**config.mk**
```make
export PLATFORM = sky130hd
export DESIGN_NAME = piecewise_linear_scaler_unit
export DESIGN_NICKNAME = d
export VERILOG_FILES = /design/src/pls_pkg.sv /design/src/pls_front.sv /design/src/pls_back.sv /design/src/piecewise_linear_scaler_unit.sv
export SDC_FILE = /design/constraint.sdc
export NUM_CORES = 2
export LEC_CHECK = 0
export BUFFER_PORTS_ARGS = -buffer_cell sky130_fd_sc_hd__buf_2
export CORE_MARGIN = 4
export CORE_UTILIZATION = 39
export CTS_CLUSTER_SIZE = 40
export DETAILED_ROUTE_END_ITERATION = 7
export PLACE_DENSITY = 0.55
export REMOVE_ABC_BUFFERS = 1
export SLEW_MARGIN = 20
export SYNTH_ARGS = -nofsm -noshare
export SYNTH_HDL_FRONTEND = slang
export SYNTH_HIERARCHICAL = 1
export SYNTH_SLANG_ARGS = --single-unit
```
**constraint.sdc**
```tcl
create_clock -name clock -period 17.6 [get_ports clock]
set_input_delay 3.52 -clock clock [delete_from_list [all_inputs] [get_ports clock]]
set_output_delay 3.52 -clock clock [all_outputs]
set_load 0.02 [all_outputs]
```
**src/pls_pkg.sv**
```systemverilog
// Shared types and constants of the piecewise linear scaler.
package pls_pkg;

   // Table size and derived widths.
   localparam int MAX_POINTS = 16;
   localparam int IDX_W      = $clog2(MAX_POINTS);
   localparam int PCNT_W     = 5;
   localparam int VAL_W      = 16;

   // Command queue between the front and the back.
   localparam int QUEUE_DEPTH = 4;
   localparam int QPTR_W      = $clog2(QUEUE_DEPTH);
   localparam int QCNT_W      = $clog2(QUEUE_DEPTH + 1);

   // Divider sizes: magnitude of the product and of the denominator.
   localparam int NUM_W  = 32;
   localparam int DEN_W  = 16;
   localparam int STEP_W = $clog2(NUM_W);

   // Request kind codes on the request port.
   localparam logic KIND_WRITE  = 1'b0;
   localparam logic KIND_SAMPLE = 1'b1;

   // Control register indexes.
   localparam logic CSR_ENABLE      = 1'b0;
   localparam logic CSR_POINT_COUNT = 1'b1;

   // Saturation limits.
   localparam logic signed [33:0] SAT_MAX = 34'sd32767;
   localparam logic signed [33:0] SAT_MIN = -34'sd32768;

   typedef enum logic {
      CMD_WRITE,
      CMD_SAMPLE
   } cmd_kind_type;

   typedef struct packed {
      cmd_kind_type     kind;
      logic [IDX_W-1:0] index;
      logic [VAL_W-1:0] x;
      logic [VAL_W-1:0] y;
      logic [VAL_W-1:0] sample;
   } cmd_type;

   typedef enum logic [3:0] {
      ST_IDLE,
      ST_X0,
      ST_XN,
      ST_CHK,
      ST_SCAN,
      ST_PA,
      ST_PB,
      ST_CALC,
      ST_MUL,
      ST_PREP,
      ST_DIV,
      ST_FIN,
      ST_DONE
   } state_type;

endpackage

```
**src/pls_front.sv**
```systemverilog
// Front end: accepts requests, classifies them and queues them for the back end.
module pls_front import pls_pkg::*; (
   input  logic                    clock,
   input  logic                    reset,
   input  logic                    req_push,
   output logic                    req_full,
   input  logic                    req_kind,
   input  logic [3:0]              req_point_index,
   input  logic signed [VAL_W-1:0] req_point_x,
   input  logic signed [VAL_W-1:0] req_point_y,
   input  logic signed [VAL_W-1:0] req_sample,
   output logic                    cmd_valid,
   output cmd_type                 cmd,
   input  logic                    cmd_pop
);

   cmd_type             queue_ff [QUEUE_DEPTH];
   logic [QPTR_W-1:0]   wr_ptr_ff, wr_ptr_in;
   logic [QPTR_W-1:0]   rd_ptr_ff, rd_ptr_in;
   logic [QCNT_W-1:0]   count_ff, count_in;
   cmd_type             classified;
   logic                accept;
   logic                keep;
   logic                do_push;
   logic                do_pop;

   // Classify the request; writes beyond the table are dropped here.
   always_comb begin
      classified.kind   = (req_kind == KIND_SAMPLE) ? CMD_SAMPLE : CMD_WRITE;
      classified.index  = req_point_index[IDX_W-1:0];
      classified.x      = req_point_x;
      classified.y      = req_point_y;
      classified.sample = req_sample;
      keep = (req_kind == KIND_SAMPLE) ||
             ({1'b0, req_point_index} < 5'(MAX_POINTS));
   end

   assign req_full  = (count_ff == QCNT_W'(QUEUE_DEPTH));
   assign accept    = req_push && !req_full;
   assign do_push   = accept && keep;
   assign cmd_valid = (count_ff != '0);
   assign do_pop    = cmd_pop && cmd_valid;
   assign cmd       = queue_ff[rd_ptr_ff];

   // Pointer and fill count update.
   always_comb begin
      wr_ptr_in = do_push ? wr_ptr_ff + 1'b1 : wr_ptr_ff;
      rd_ptr_in = do_pop ? rd_ptr_ff + 1'b1 : rd_ptr_ff;
      count_in  = count_ff;
      if (do_push && !do_pop) begin
         count_in = count_ff + 1'b1;
      end else if (do_pop && !do_push) begin
         count_in = count_ff - 1'b1;
      end
   end

   always_ff @(posedge clock) begin
      if (reset) begin
         wr_ptr_ff <= '0;
         rd_ptr_ff <= '0;
         count_ff  <= '0;
      end else begin
         wr_ptr_ff <= wr_ptr_in;
         rd_ptr_ff <= rd_ptr_in;
         count_ff  <= count_in;
      end
   end

   // Queue storage.
   always_ff @(posedge clock) begin
      if (do_push) begin
         queue_ff[wr_ptr_ff] <= classified;
      end
   end

endmodule

```
**src/pls_back.sv**
```systemverilog
// Back end: breakpoint table, serial segment search, iterative divide and result register.
module pls_back import pls_pkg::*; (
   input  logic                    clock,
   input  logic                    reset,
   input  logic                    cmd_valid,
   input  cmd_type                 cmd,
   output logic                    cmd_pop,
   input  logic                    enable,
   input  logic [PCNT_W-1:0]       point_count,
   output logic                    rsp_empty,
   input  logic                    rsp_pop,
   output logic signed [VAL_W-1:0] rsp_scaled_value,
   output logic                    rsp_range_exceeded,
   output logic                    rsp_config_error
);

   state_type               state_ff, state_in;

   // Breakpoint table and its registered read port.
   logic signed [VAL_W-1:0] mem_x [MAX_POINTS];
   logic signed [VAL_W-1:0] mem_y [MAX_POINTS];
   logic signed [VAL_W-1:0] rd_x_ff;
   logic signed [VAL_W-1:0] rd_y_ff;
   logic [IDX_W-1:0]        rd_addr;
   logic                    mem_we;

   // Working registers of one sample.
   logic signed [VAL_W-1:0] sample_ff;
   logic [IDX_W-1:0]        seg_ff;
   logic                    below_ff;
   logic                    exceed_ff;
   logic                    err_ff;
   logic signed [VAL_W-1:0] xa_ff;
   logic signed [VAL_W-1:0] ya_ff;
   logic signed [VAL_W:0]   dx_ff;
   logic signed [VAL_W:0]   dy_ff;
   logic signed [VAL_W:0]   dn_ff;
   logic signed [33:0]      prod_ff;
   logic                    neg_ff;
   logic [NUM_W-1:0]        num_ff;
   logic [DEN_W-1:0]        den_ff;
   logic [DEN_W:0]          rem_ff;
   logic [STEP_W-1:0]       cnt_ff;
   logic signed [VAL_W-1:0] held_ff;

   // Result register.
   logic                    out_valid_ff;
   logic signed [VAL_W-1:0] out_value_ff;
   logic                    out_exceed_ff;
   logic                    out_err_ff;

   logic [PCNT_W-1:0]       n_eff;
   logic [IDX_W-1:0]        last_idx;
   logic                    few;
   logic                    scan_more;
   logic                    is_write;
   logic                    out_load;
   logic [33:0]             prod_mag;
   logic [DEN_W:0]          dn_mag;
   logic [DEN_W:0]          rem_sh;
   logic                    q_bit;
   logic signed [33:0]      ya_wide;
   logic signed [33:0]      q_wide;
   logic signed [33:0]      res_wide;

   // Point count limited to the table size.
   always_comb begin
      n_eff    = (point_count > PCNT_W'(MAX_POINTS)) ? PCNT_W'(MAX_POINTS) : point_count;
      last_idx = IDX_W'(n_eff - 1'b1);
      few      = (n_eff < PCNT_W'(2));
   end

   assign is_write  = (cmd.kind == CMD_WRITE);
   assign scan_more = (seg_ff < last_idx) && (sample_ff >= rd_x_ff);
   assign out_load  = (state_ff == ST_DONE) && (!out_valid_ff || rsp_pop);

   // Next state.
   always_comb begin
      state_in = state_ff;
      case (state_ff)
         ST_IDLE: begin
            if (cmd_valid && !is_write) begin
               state_in = (enable && !few) ? ST_X0 : ST_DONE;
            end
         end
         ST_X0:   state_in = ST_XN;
         ST_XN:   state_in = ST_CHK;
         ST_CHK: begin
            state_in = (below_ff || (sample_ff >= rd_x_ff)) ? ST_PA : ST_SCAN;
         end
         ST_SCAN: state_in = scan_more ? ST_SCAN : ST_PA;
         ST_PA:   state_in = ST_PB;
         ST_PB:   state_in = ST_CALC;
         ST_CALC: state_in = (xa_ff == rd_x_ff) ? ST_DONE : ST_MUL;
         ST_MUL:  state_in = ST_PREP;
         ST_PREP: state_in = ST_DIV;
         ST_DIV:  state_in = (cnt_ff == '0) ? ST_FIN : ST_DIV;
         ST_FIN:  state_in = ST_DONE;
         ST_DONE: state_in = out_load ? ST_IDLE : ST_DONE;
         default: state_in = ST_IDLE;
      endcase
   end

   // State outputs: queue pop, table write and table read address.
   always_comb begin
      cmd_pop = 1'b0;
      mem_we  = 1'b0;
      rd_addr = '0;
      case (state_ff)
         ST_IDLE: begin
            cmd_pop = cmd_valid;
            mem_we  = cmd_valid && is_write;
         end
         ST_XN:   rd_addr = last_idx;
         ST_CHK:  rd_addr = IDX_W'(1);
         ST_SCAN: rd_addr = seg_ff + 1'b1;
         ST_PA:   rd_addr = seg_ff - 1'b1;
         ST_PB:   rd_addr = seg_ff;
         default: rd_addr = '0;
      endcase
   end

   always_ff @(posedge clock) begin
      if (reset) begin
         state_ff <= ST_IDLE;
      end else begin
         state_ff <= state_in;
      end
   end

   // Table write port and registered read port.
   always_ff @(posedge clock) begin
      if (mem_we) begin
         mem_x[cmd.index] <= $signed(cmd.x);
         mem_y[cmd.index] <= $signed(cmd.y);
      end
      rd_x_ff <= mem_x[rd_addr];
      rd_y_ff <= mem_y[rd_addr];
   end

   // Arithmetic helpers: magnitudes, one divider step and the final sum.
   always_comb begin
      prod_mag = prod_ff[33] ? 34'(-prod_ff) : prod_ff;
      dn_mag   = dn_ff[VAL_W] ? (DEN_W + 1)'(-dn_ff) : dn_ff;
      rem_sh   = {rem_ff[DEN_W-1:0], num_ff[NUM_W-1]};
      q_bit    = (rem_sh >= {1'b0, den_ff});
      ya_wide  = 34'(ya_ff);
      q_wide   = $signed({2'b00, num_ff});
      res_wide = neg_ff ? (ya_wide - q_wide) : (ya_wide + q_wide);
   end

   // Sample datapath.
   always_ff @(posedge clock) begin
      if (reset) begin
         held_ff <= '0;
      end else begin
         case (state_ff)
            ST_IDLE: begin
               if (cmd_valid && !is_write) begin
                  sample_ff <= $signed(cmd.sample);
                  exceed_ff <= 1'b0;
                  err_ff    <= 1'b0;
                  if (enable && few) begin
                     err_ff  <= 1'b1;
                     held_ff <= '0;
                  end
               end
            end
            ST_XN: begin
               below_ff <= (sample_ff < rd_x_ff);
            end
            ST_CHK: begin
               if (below_ff) begin
                  seg_ff    <= IDX_W'(1);
                  exceed_ff <= 1'b1;
               end else if (sample_ff >= rd_x_ff) begin
                  seg_ff    <= last_idx;
                  exceed_ff <= (sample_ff > rd_x_ff);
               end else begin
                  seg_ff <= IDX_W'(1);
               end
            end
            ST_SCAN: begin
               if (scan_more) begin
                  seg_ff <= seg_ff + 1'b1;
               end
            end
            ST_PB: begin
               xa_ff <= rd_x_ff;
               ya_ff <= rd_y_ff;
            end
            ST_CALC: begin
               if (xa_ff == rd_x_ff) begin
                  err_ff  <= 1'b1;
                  held_ff <= '0;
               end
               dx_ff <= 17'(sample_ff) - 17'(xa_ff);
               dy_ff <= 17'(rd_y_ff) - 17'(ya_ff);
               dn_ff <= 17'(rd_x_ff) - 17'(xa_ff);
            end
            ST_MUL: begin
               prod_ff <= dx_ff * dy_ff;
            end
            ST_PREP: begin
               num_ff <= prod_mag[NUM_W-1:0];
               den_ff <= dn_mag[DEN_W-1:0];
               neg_ff <= prod_ff[33] ^ dn_ff[VAL_W];
               rem_ff <= '0;
               cnt_ff <= STEP_W'(NUM_W - 1);
            end
            ST_DIV: begin
               // One restoring step: quotient bits shift in from the right.
               rem_ff <= q_bit ? (rem_sh - {1'b0, den_ff}) : rem_sh;
               num_ff <= {num_ff[NUM_W-2:0], q_bit};
               cnt_ff <= cnt_ff - 1'b1;
            end
            ST_FIN: begin
               if (res_wide > SAT_MAX) begin
                  held_ff <= VAL_W'(SAT_MAX);
               end else if (res_wide < SAT_MIN) begin
                  held_ff <= VAL_W'(SAT_MIN);
               end else begin
                  held_ff <= res_wide[VAL_W-1:0];
               end
            end
            default: begin
            end
         endcase
      end
   end

   // Result register towards the response port.
   always_ff @(posedge clock) begin
      if (reset) begin
         out_valid_ff <= 1'b0;
      end else if (out_load) begin
         out_valid_ff <= 1'b1;
      end else if (rsp_pop) begin
         out_valid_ff <= 1'b0;
      end
   end

   always_ff @(posedge clock) begin
      if (out_load) begin
         out_value_ff  <= held_ff;
         out_exceed_ff <= exceed_ff;
         out_err_ff    <= err_ff;
      end
   end

   assign rsp_empty          = !out_valid_ff;
   assign rsp_scaled_value   = out_value_ff;
   assign rsp_range_exceeded = out_exceed_ff;
   assign rsp_config_error   = out_err_ff;

endmodule

```
**src/piecewise_linear_scaler_unit.sv**
```systemverilog
// Top level of the piecewise linear scaler: control registers, front end and back end.
//
// Requests enter through a queue-style port: an item is taken when req_push is high
// and req_full is low. req_kind selects a breakpoint write (point_index, point_x,
// point_y) or a sample conversion (sample). Writes give no response; each sample
// gives one response on the rsp_ port, read like a queue with rsp_empty and rsp_pop.
// Control registers (enable, point_count) are written through csr_we, csr_index and
// csr_wdata, and should only be changed while the block is idle.
// A four-entry queue between the front end and the back end keeps taking requests
// while a response waits. A breakpoint write is done in the back end's idle state as
// it is popped. A sample goes through the x checks, a serial segment search that
// passes one breakpoint per step (skipped for a sample below the first x or at or
// above the last x), the point reads, the multiply and a restoring divider; samples
// run through the back end one at a time. A disabled block or a short table
// answers without these steps; equal x skips the divide.
// Reset empties the queue and the response register and clears the held value and
// the control registers; the breakpoint table is not cleared. While the receiver
// does not pop, the back end keeps its finished response and waits, and the
// request queue fills up until req_full rises.
module piecewise_linear_scaler_unit import pls_pkg::*; (
   input  logic                    clock,
   input  logic                    reset,
   input  logic                    req_push,
   output logic                    req_full,
   input  logic                    req_kind,
   input  logic [3:0]              req_point_index,
   input  logic signed [VAL_W-1:0] req_point_x,
   input  logic signed [VAL_W-1:0] req_point_y,
   input  logic signed [VAL_W-1:0] req_sample,
   output logic                    rsp_empty,
   input  logic                    rsp_pop,
   output logic signed [VAL_W-1:0] rsp_scaled_value,
   output logic                    rsp_range_exceeded,
   output logic                    rsp_config_error,
   input  logic                    csr_we,
   input  logic                    csr_index,
   input  logic [PCNT_W-1:0]       csr_wdata
);

   logic              enable_ff;
   logic [PCNT_W-1:0] point_count_ff;
   logic              cmd_valid;
   cmd_type           cmd;
   logic              cmd_pop;

   // Control register writes.
   always_ff @(posedge clock) begin
      if (reset) begin
         enable_ff      <= 1'b0;
         point_count_ff <= '0;
      end else if (csr_we) begin
         case (csr_index)
            CSR_ENABLE:      enable_ff      <= csr_wdata[0];
            CSR_POINT_COUNT: point_count_ff <= csr_wdata;
            default: begin
            end
         endcase
      end
   end

   pls_front u_front (
      .clock           (clock),
      .reset           (reset),
      .req_push        (req_push),
      .req_full        (req_full),
      .req_kind        (req_kind),
      .req_point_index (req_point_index),
      .req_point_x     (req_point_x),
      .req_point_y     (req_point_y),
      .req_sample      (req_sample),
      .cmd_valid       (cmd_valid),
      .cmd             (cmd),
      .cmd_pop         (cmd_pop)
   );

   pls_back u_back (
      .clock              (clock),
      .reset              (reset),
      .cmd_valid          (cmd_valid),
      .cmd                (cmd),
      .cmd_pop            (cmd_pop),
      .enable             (enable_ff),
      .point_count        (point_count_ff),
      .rsp_empty          (rsp_empty),
      .rsp_pop            (rsp_pop),
      .rsp_scaled_value   (rsp_scaled_value),
      .rsp_range_exceeded (rsp_range_exceeded),
      .rsp_config_error   (rsp_config_error)
   );

endmodule

```
==> impl_metrics.csv <==
group,metric,value,unit
detailed_routing,avgRoutedWirePerCell,21.1,microns
worst_setup_path,path_common_cell,"fa_1",
synthesis,synth_ff_type,"edfxtp_1",
grt,overflow,0,
hold_path,whs_path_depth,0,
clocking,cts_resized,0,
synthesis,synth_edf_count,951,
power_and_ir_drop,peakVddDrop,0.0000860,V
final_layout,fillers,12800,
detailed_routing,first_pass_iters,5,
worst_setup_path,critical_path_class,"reg -> reg",
power_and_ir_drop,p_per_area,115,nW/um^2
power_and_ir_drop,clockPowerShare,32.0,%
grt,grt_pass1_wl,200,mm
placed_design,post-dp-hpwl,90.0,mm
clocking,ctsRootBufferMaster,"clkbuf_16",
synthesis,synthCells,4041,
sta,setup_slack,10.13,ns
clocking,clk_latency,0.75,ns
detailed_routing,vias,31700,
power_and_ir_drop,leakagePower,22.6,nW
worst_setup_path,cpMaxStageDelayCell,"edfxtp_1",
clocking,postCtsSetupBuffers,0,
power_and_ir_drop,p_int,0.00499,W
sta,timing.final.crit_share,42.5,%
floorplanning,die_w,385,microns
worst_setup_path,endpoint_kind,"flip-flop",
detailed_routing,drc,0,
status,status,"completed",
worst_setup_path,worst_r2r_endpoint,"u_back/prod_ff[33]",
floorplanning,start_util,39.5,%
placed_design,pre_cts_ws,10.09,ns
worst_setup_path,crit_cells,22,
sta,finalSetupViolCount,0,
power_and_ir_drop,p_sw_share,29.7,%
sta,finalHoldViolations,0,
synthesis,yosys_warnings,6,
synthesis,syn_avg_cell_area,13.7,sq um
sta,fin_tns_setup,0,ns
placed_design,gp_congestion,0.859,
clocking,cts.htree.levels,3,
worst_setup_path,r2r_cells,22,
sta,tightest_slew,1.10,ns
final_layout,area_growth,11.2,%
worst_setup_path,arrival,7.90,ns
floorplanning,dieHeight,385,microns
grt,grt_usage,17.7,%
detailed_routing,wl,129,mm
sta,period_needed,7.47,ns
detailed_routing,drt_iter0_markers,1919,
clocking,clockBufferDepth,3,
run,drv_cap,0,
sta,slew_violations,0,
detailed_routing,via_per_inst,5.20,
worst_setup_path,cp-start-kind,"flip-flop",
synthesis,yosysUniqueCellTypes,93,
hold_path,hold_end,"u_back/rsp_config_error",
clocking,cts_sinks,1019,
worst_setup_path,worst-endpoint-required,18.02,ns
floorplanning,num_rows,137,
clocking,cts_tree,"done",
worst_setup_path,r2r_slack,10.13,ns
floorplanning,die_area,148000,sq um
worst_setup_path,worstPathCellList,"and2_1, fa_1, inv_1, fa_1, fa_1, fa_1, inv_1, fa_1, inv_1, fa_1, inv_1, ha_1, a21o_1, a41oi_1, o21ai_0, a211oi_1, a2111oi_0, o21bai_1, nand3_1, a31o_2, a21oi_1, xnor2_1",
grt,grt_max_degree,67,
worst_setup_path,slowest_delay,0.67,ns
floorplanning,coreArea,140000,sq um
sta,maxSlewHeadroom,26.5,%
worst_setup_path,r2r_start,"u_back/dy_ff[7]",
final_layout,drive_above_1_share,12.9,%
synthesis,synth_seq_area_share,54.1,%
final_layout,num-nets-final,4709,
synthesis,async_flop_share,0,%
sta,rsz0062_at_grt,"no",
worst_setup_path,timing.critical_path.buf_inv,4,
power_and_ir_drop,combPwrFrac,24.1,%
clocking,postCtsHoldBufs,0,
placed_design,placed_area,57900,sq um
grt,grt_pass1_vias,32700,
hold_path,hp-class,"reg -> reg",
sta,max_freq,134,MHz
detailed_routing,drtAntennaViolNets,0,
power_and_ir_drop,power.switching,0.00211,W
sta,finClkSkew,0.0750,ns
placed_design,portBuffers,83,
clocking,clk_pin_slew,0.06,ns
clocking,cts_buffers,108,
worst_setup_path,path_delay_family,"adder cells",
worst_setup_path,worst-path-max-fanout,17,
hold_path,hold_start,"u_back/err_ff",
floorplanning,pin_count,84,
final_layout,design_area,61500,sq um
synthesis,ys_ff_latch,1019,
synthesis,synth_area,55300,sq um
power_and_ir_drop,p_seq_share,43.9,%
grt,antenna_found_initial,10,
## worst max path at each step
stage / from / to / slack, ns
after detailed placement: u_back/dy_ff[7] / u_back/prod_ff[33] / 10.09
after global placement: u_back/dy_ff[7] / u_back/prod_ff[33] / 10.15
after global routing: u_back/dx_ff[10] / u_back/prod_ff[33] / 9.74
after CTS: u_back/dy_ff[7] / u_back/prod_ff[33] / 10.08
final: u_back/dy_ff[7] / u_back/prod_ff[33] / 10.13
after floorplan: point_count_ff[4] / u_back/rd_x_ff[0] / 5.50
## worst reg2reg max path: stages, from the launching register on
cell       delay [ns]
edfxtp_1         0.67
and2_1           0.28
fa_1             0.53
inv_1            0.05
fa_1             0.55
fa_1             0.43
fa_1             0.49
inv_1            0.05
fa_1             0.53
inv_1            0.05
fa_1             0.53
inv_1            0.04
ha_1             0.38
a21o_1           0.19
a41oi_1          0.46
o21ai_0          0.35
a211oi_1         0.48
a2111oi_0        0.23
o21bai_1         0.29
nand3_1          0.12
a31o_2           0.25
a21oi_1          0.17
xnor2_1          0.08
## layout make-up
type	count	area [sq um]	area share, %
Sequential cell	1019	29900	48.6
Multi-Input combinational cell	2429	23200	37.7
Clock buffer	136	2890	4.69
Tap cell	1876	2350	3.82
Inverter	441	1660	2.69
Timing Repair Buffer	131	776	1.26
Clock inverter	67	718	1.17
Antenna cell	5	12.5	0.0203
## power groups by stage
stage,logic (W),registers (W),clock network [W]
2_1_floorplan,0.00131,0.00313,0
3_3_place_gp,0.00173,0.00316,0
3_5_place_dp,0.00174,0.00317,0
4_1_cts,0.00175,0.00312,0.00234
5_1_grt,0.00189,0.00314,0.00244
6_report,0.00171,0.00312,0.00227
## state kept, by name, indices dropped and copies added, names as in the netlist, 16 cells and up, named ones only
name / count
u_back/den_ff: 16
u_back/dn_ff: 17
u_back/dx_ff: 17
u_back/dy_ff: 17
u_back/held_ff: 16
u_back/mem_x: 256
u_back/mem_y: 256
u_back/num_ff: 32
u_back/prod_ff: 33
u_back/rd_x_ff: 16
u_back/rd_y_ff: 16
u_back/rem_ff: 16
u_back/rsp_scaled_value: 16
u_back/sample_ff: 16
u_back/xa_ff: 16
u_back/ya_ff: 16
u_front/queue_ff: 212
## layer usage
metal	wire, microns	up-vias	track usage (%)
met5	46	-	0
met4	3470	8	4.82
met3	7100	179	3.65
met2	61300	703	28.9
met1	57100	16100	24.0
li1	-	14700	-
## cells by family after synthesis
group	Yosys count	share of synthesized area (%)
mux	190	7.55
simple gates	997	8.93
compound gates	538	6.33
fa+ha+maj	515	15.7
buf+inv	593	4.36
flops	1019	54.1
xor+xnor	189	2.99
## layout by cell type, fill, tap and decap left out, drive strengths merged, types with 63 or more instances in the layout
master  count
and2      178
xnor2     126
nand2     338
nor2      194
dfxtp      68
inv       443
mux4      181
a21oi     136
fa        302
o21ai     130
buf       131
clkbuf    136
xor2       63
ha        213
edfxtp    951
## through the flow
step / hold slack, ns / cells / utilization, % / power (W)
2_1_floorplan: 0.400 / 3889 / - / 0.00444
3_3_place_gp: 0.401 / 5896 / 41.3 / 0.00490
3_5_place_dp: 0.412 / 5896 / 41.3 / 0.00491
4_1_cts: 0.424 / 6099 / 43.9 / 0.00721
5_1_grt: 0.425 / 6099 / 43.9 / 0.00747
6_report: 0.424 / 6104 / 43.9 / 0.00710
## synth_stat cells, drive strengths merged, types with 5 or more instances
| master | n | area share (%) |
|---|---|---|
| ha | 213 | 4.8 |
| nand2b | 38 | 0.43 |
| nand4 | 25 | 0.28 |
| o21ai | 130 | 1.2 |
| inv | 441 | 3.0 |
| o21bai | 12 | 0.17 |
| mux4 | 181 | 7.4 |
| a21oi | 136 | 1.2 |
| o41ai | 9 | 0.16 |
| a211o | 5 | 0.079 |
| edfxtp | 951 | 52 |
| or3 | 22 | 0.27 |
| dfxtp | 68 | 2.5 |
| a211oi | 46 | 0.63 |
| or4 | 10 | 0.16 |
| clkbuf | 105 | 0.76 |
| nor4 | 14 | 0.24 |
| nor2b | 31 | 0.35 |
| nand3b | 6 | 0.081 |
| nor2 | 194 | 1.3 |
| a221o | 15 | 0.27 |
| o21a | 18 | 0.25 |
| o211ai | 12 | 0.17 |
| buf | 47 | 0.61 |
| xnor2 | 126 | 2.0 |
| a21boi | 12 | 0.16 |
| a31o | 5 | 0.079 |
| nor3 | 58 | 0.54 |
| xor2 | 63 | 1.0 |
| a21o | 37 | 0.50 |
| a21bo | 5 | 0.090 |
| nand2 | 338 | 2.3 |
| fa | 302 | 11 |
| nor3b | 9 | 0.15 |
| and3 | 12 | 0.14 |
| mux2i | 9 | 0.16 |
| a31oi | 40 | 0.45 |
| and4 | 6 | 0.10 |
| and2 | 178 | 2.0 |
| o31ai | 19 | 0.28 |
| nand3 | 48 | 0.44 |
(Power assumes the default switching activity.)
